--- config.mk ---
export PLATFORM = sky130hd
export DESIGN_NAME = flha_alu
export DESIGN_NICKNAME = d
export VERILOG_FILES = /design/src/rtl/free_list_heap_allocator_assert.svh /design/src/rtl/flha_pkg.sv /design/src/rtl/flha_alu.sv
export SDC_FILE = /design/constraint.sdc
export NUM_CORES = 1
export LEC_CHECK = 0
export ABC_AREA = 0
export BUFFER_PORTS_ARGS = -buffer_cell sky130_fd_sc_hd__buf_2
export CAP_MARGIN = 20
export CORE_MARGIN = 4
export CORE_UTILIZATION = 40
export DETAILED_ROUTE_END_ITERATION = 7
export PLACE_DENSITY_LB_ADDON = 0.3
export SETUP_SLACK_MARGIN = 0.5
export SLEW_MARGIN = 10
export SYNTH_ARGS = -nofsm -noshare
export SYNTH_HDL_FRONTEND = slang
export SYNTH_SLANG_ARGS = --single-unit
--- constraint.sdc ---
create_clock -name vclk -period 4.3
set_input_delay 0.43 -clock vclk [all_inputs]
set_output_delay 0.43 -clock vclk [all_outputs]
set_load 0.05 [all_outputs]
--- src/rtl/free_list_heap_allocator_assert.svh ---
// Assertion macros for the free-list heap allocator.
// Used by the RTL files that carry concurrent checks; expects clk_i and rst_ni in scope.
`ifndef FREE_LIST_HEAP_ALLOCATOR_ASSERT_SVH
`define FREE_LIST_HEAP_ALLOCATOR_ASSERT_SVH
`ifndef SYNTHESIS
// Check that is switched off while reset is asserted.
`define FLHA_ASSERT(lbl, prop, msg) \
  lbl: assert property (@(posedge clk_i) disable iff (!rst_ni) prop) else $error(msg);
// Check that also holds while reset is asserted.
`define FLHA_ASSERT_ALWAYS(lbl, prop, msg) \
  lbl: assert property (@(posedge clk_i) prop) else $error(msg);
`else
`define FLHA_ASSERT(lbl, prop, msg)
`define FLHA_ASSERT_ALWAYS(lbl, prop, msg)
`endif
`endif

--- src/rtl/flha_pkg.sv ---
// Shared types and constants of the free-list heap allocator.
// No dependencies; imported by flha_alu, the top level and the testbench, not by flha_ram.
`timescale 1ns / 1ps

package flha_pkg;

  // Width of the shared adder/comparator; covers unit indexes of the largest arena.
  localparam int ALU_W = 24;

  // Every block header is this many bytes before rounding to whole units.
  localparam int HEADER_BYTES = 16;

  localparam logic [1:0] FP_FIRST = 2'd0;
  localparam logic [1:0] FP_BEST  = 2'd1;
  localparam logic [1:0] FP_WORST = 2'd2;

  typedef enum logic [1:0] {
    OP_ALLOC  = 2'd0,
    OP_FREE   = 2'd1,
    OP_SIZE   = 2'd2,
    OP_REINIT = 2'd3
  } opcode_e;

  typedef enum logic [2:0] {
    ST_OK      = 3'd0,
    ST_NOFIT   = 3'd1,
    ST_OUTZONE = 3'd2,
    ST_INVALID = 3'd3,
    ST_ALREADY = 3'd4,
    ST_CORRUPT = 3'd5
  } status_e;

  // Operands of the shared unit: sum = a + b, compared against c.
  typedef struct packed {
    logic [ALU_W-1:0] a;
    logic [ALU_W-1:0] b;
    logic [ALU_W-1:0] c;
  } alu_req_t;

  typedef struct packed {
    logic [ALU_W-1:0] sum;
    logic             lt;
    logic             eq;
  } alu_rsp_t;

endpackage

--- src/rtl/flha_alu.sv ---
// Shared add-and-compare unit of the allocator sequencer.
// Depends on flha_pkg for the operand and result structs.
`timescale 1ns / 1ps

module flha_alu (
  input  flha_pkg::alu_req_t req_i,
  output flha_pkg::alu_rsp_t rsp_o
);
  import flha_pkg::*;

  logic [ALU_W-1:0] sum;

  assign sum       = req_i.a + req_i.b;
  assign rsp_o.sum = sum;
  assign rsp_o.lt  = (sum < req_i.c);
  assign rsp_o.eq  = (sum == req_i.c);

endmodule

======== After elaboration in Yosys (flattened, before gate mapping) ========
Cells that the tools add are included.
word-level totals
  bits of input ports ..................... 72
  output and inout port bits .............. 26
  logic and storage cells ................. 3
  bits in registers ....................... 0
operators by class
  $add $sub $neg .......................... 1
  eq/ne operators ......................... 1
  $lt $le $gt $ge ......................... 1
operators with widths
  cell                         count
  24-bit adder                 1
  24-bit == test               1
  24-bit less-than comparator  1

======== Logic depth before layout (Yosys ltp) ========
  depth in word-level cells ............... 2
  gate-level depth with buffers ........... 15
  gate-level depth less buffers ........... 15

======== Worst setup path after synthesis ========
Ideal clock, no wire load.
  kind .................................... input port to output port
  from .................................... input req_i[40] (netlist bit)
  to ...................................... output rsp_o[1] (netlist bit)
  data arrival time ....................... 4793 ps
  stages on the path ...................... 13
  data required time ...................... 3870 ps
  path buffers ............................ 0
  setup slack ............................. -923 ps
  cell sequence ........................... ha_1 > and3_1 > and2_1 > nand2_1 > a21oi_1 > a221o_1 > a211oi_1 > ha_1 > nand4_1 > nor2_1 > nand2_1 > a21oi_1 > a211oi_1
RTL lines
  what             line           source
  start, declared  flha_alu.sv:6  input flha_pkg::alu_req_t req_i,
  end, declared    flha_alu.sv:7  output flha_pkg::alu_rsp_t rsp_o

==> results.json <==
{
  "clock_power_share_pct": 0,
  "via_per_inst": 5.49,
  "fin_crit_ps": 3800,
  "drive_gt1_share_pct": 46.8,
  "grt_pass1_vias": 2249,
  "seqCellArea_um2": 0,
  "dr.pass1.iters": 5,
  "antenna_found_initial": 0,
  "endpoint_kind": "output pin",
  "core_area_um2": 4410,
  "switchingPower_mw": 0.468,
  "cp_data_required_time_ps": 3870,
  "hold_end": "rsp_o[2]",
  "use_met1_pct": 24.3,
  "syn_inst": 255,
  "arrival_ps": 3370,
  "ys.warnings.count": 0,
  "die_area_um2": 5770,
  "grt_first_pass_wirelength_um": 9890,
  "cp_max_fo": 3,
  "via_count": 2289,
  "synth.distinct_cells": 37,
  "io_pins": 98,
  "crit_type": "in2out",
  "grt-ovfl-total": 0,
  "route.detailed.drc": 0,
  "p_int_mw": 0.286,
  "grtUsageMet2_pct": 36.4,
  "final_util_pct": 68.8,
  "io_buffers": 98,
  "hold_viol_final": 0,
  "whs_path_depth": 3,
  "wl_per_cell_um": 14.8,
  "status": "finished clean",
  "track_usage_pct": 19.3,
  "finalSetupTns_ps": 0,
  "start_kind": "input port",
  "chipWidth_um": 76.0,
  "slew_headroom_pct": 74.7,
  "n_clock_buffer": 0,
  "rsz0062_at_grt": "yes",
  "clock.fmax_mhz": 263,
  "antennaDiodeCount": 0,
  "syn_nets": 375,
  "seq_cell_count": 0,
  "cp-startpoint": "req_i[24]",
  "num_rows": 24,
  "busiest_layer": "met2",
  "die_y_um": 76.0,
  "synthTopCellsByArea": "ha_1, xnor2_1, a21o_1",
  "hpwlAfterDp_um": 4870,
  "syn2layout_area_growth_pct": 64.5,
  "maxSlewViolCount": 0,
  "ir_drop_v": 0.000130,
  "drtIter0Drc": 55,
  "yosysSeqAreaShare_pct": 0,
  "ant_nets": 0,
  "met3_usage_pct": 2.01,
  "yosysTopAreaCellShare_pct": 31.8,
  "pwr-share-comb_pct": 100.0,
  "hold_start": "req_i[48]",
  "initial_core_util_pct": 41.9,
  "layout_worst_path_cycle_share_pct": 88.5,
  "leakagePower_nw": 1.51,
  "maxCapViolCount": 0,
  "synth_area_um2": 1850,
  "routed_wl_um": 6160,
  "hp-class": "in2out",
  "synth_area_leader_cell": "ha_1",
  "switching_share_pct": 62.0,
  "synth_area_per_cell_um2": 7.25,
  "grt_max_degree": 9,
  "n_fill_cell": 339,
  "nets": 487,
  "setup_viol": 0,
  "tightest_slew_ps": 377,
  "gp_congestion": 0.911,
  "powerDensity_nw_per_um2": 248,
  "power_frac_seq_pct": 0
}
==> critical path: stages <==
cell      delay, ps
buf_2           110
ha_4            160
buf_4           130
a211oi_4        250
o21ai_2         110
buf_4           150
a21boi_2        170
o21bai_1        100
a21oi_2         180
xnor2_2         130
ha_1            260
a21o_1          190
a21o_1          180
a21oi_1         220
o21ai_1         130
a211oi_4        260
buf_6           190
==> per-stage QoR <==
step	total power [mW]	hold WS [ps]	area, um^2	instances	setup slack, ps
2_1_floorplan	0.512	1060	2070	255	241
3_3_place_gp	0.653	1330	2640	406	191
3_5_place_dp	0.663	1330	2640	406	186
4_1_cts	0.727	1330	2920	413	504
5_1_grt	0.811	1360	3040	417	398
6_report	0.754	1330	3040	417	496
==> cells in the mapped netlist, drive strengths merged (2+ instances only) <==
| cell | n |
|---|---|
| a221oi | 2 |
| xor2 | 5 |
| nand3 | 5 |
| and3 | 4 |
| ha | 47 |
| o21bai | 4 |
| a41oi | 2 |
| nor2 | 12 |
| or3 | 2 |
| nor2b | 2 |
| clkbuf | 2 |
| o21ai | 20 |
| o21a | 3 |
| a31oi | 3 |
| xnor2 | 16 |
| and4 | 2 |
| a21oi | 24 |
| and2 | 4 |
| nand2 | 18 |
| o211ai | 4 |
| nor3 | 8 |
| a21o | 16 |
| a211oi | 6 |
| nand2b | 3 |
| inv | 31 |
| nand4 | 4 |
==> power by group through the flow <==
stage | Clock, mW | Sequential (mW) | Combinational [mW]
2_1_floorplan | 0 | 0 | 0.512
3_3_place_gp | 0 | 0 | 0.653
3_5_place_dp | 0 | 0 | 0.663
4_1_cts | 0 | 0 | 0.727
5_1_grt | 0 | 0 | 0.811
6_report | 0 | 0 | 0.754
==> worst max path at each step <==
stage	endpoint	slack (ps)	depth (start not counted)
2_1_floorplan	rsp_o[1]	240	14
3_3_place_gp	rsp_o[1]	190	17
3_5_place_dp	rsp_o[1]	190	17
4_1_cts	rsp_o[1]	500	15
5_1_grt	rsp_o[1]	400	17
6_report	rsp_o[1]	500	17
==> cells by family after synthesis <==
logic type	share of synthesized area (%)
buffers and inverters	6.70
AOI/OAI and AO/OA	32.9
adders and majority gates	32.9
xor gates and xnor gates	9.95
muxes	0.542
and+or+nand+nor	17.0
==> layer usage <==
metal	wire [um]	up-vias
li1	-	1149
met1	2670	1060
met2	3110	73
met3	333	7
met4	42	0
met5	0	-
==> area by class of cell <==
cell class / count / area, um^2 / share of cell area [%]
multi-input combinational: 222 / 2230 / 73.3
tap: 52 / 65.1 / 2.14
inverter: 31 / 116 / 3.83
timing repair buffer: 112 / 631 / 20.7
==> cell usage in the layout, fill, tap and decap left out, types with 10 or more instances in the layout <==
master	Yosys	layout
buf_2	0	95
inv_1	31	30
ha_1	47	30
nand2_1	18	17
a21o_1	16	16
a21oi_1	23	14
buf_4	0	13
ha_4	0	12
o21ai_0	17	11
nor2_1	12	10
==> what timing repair did <==
item	4_1_cts	5_1_grt
hold buffers	0	0
pin swaps	23	14
endpoints found under the setup margin	2	2
setup buffers	7	4
gates resized for setup	39	18
(Power assumes the default switching activity.)
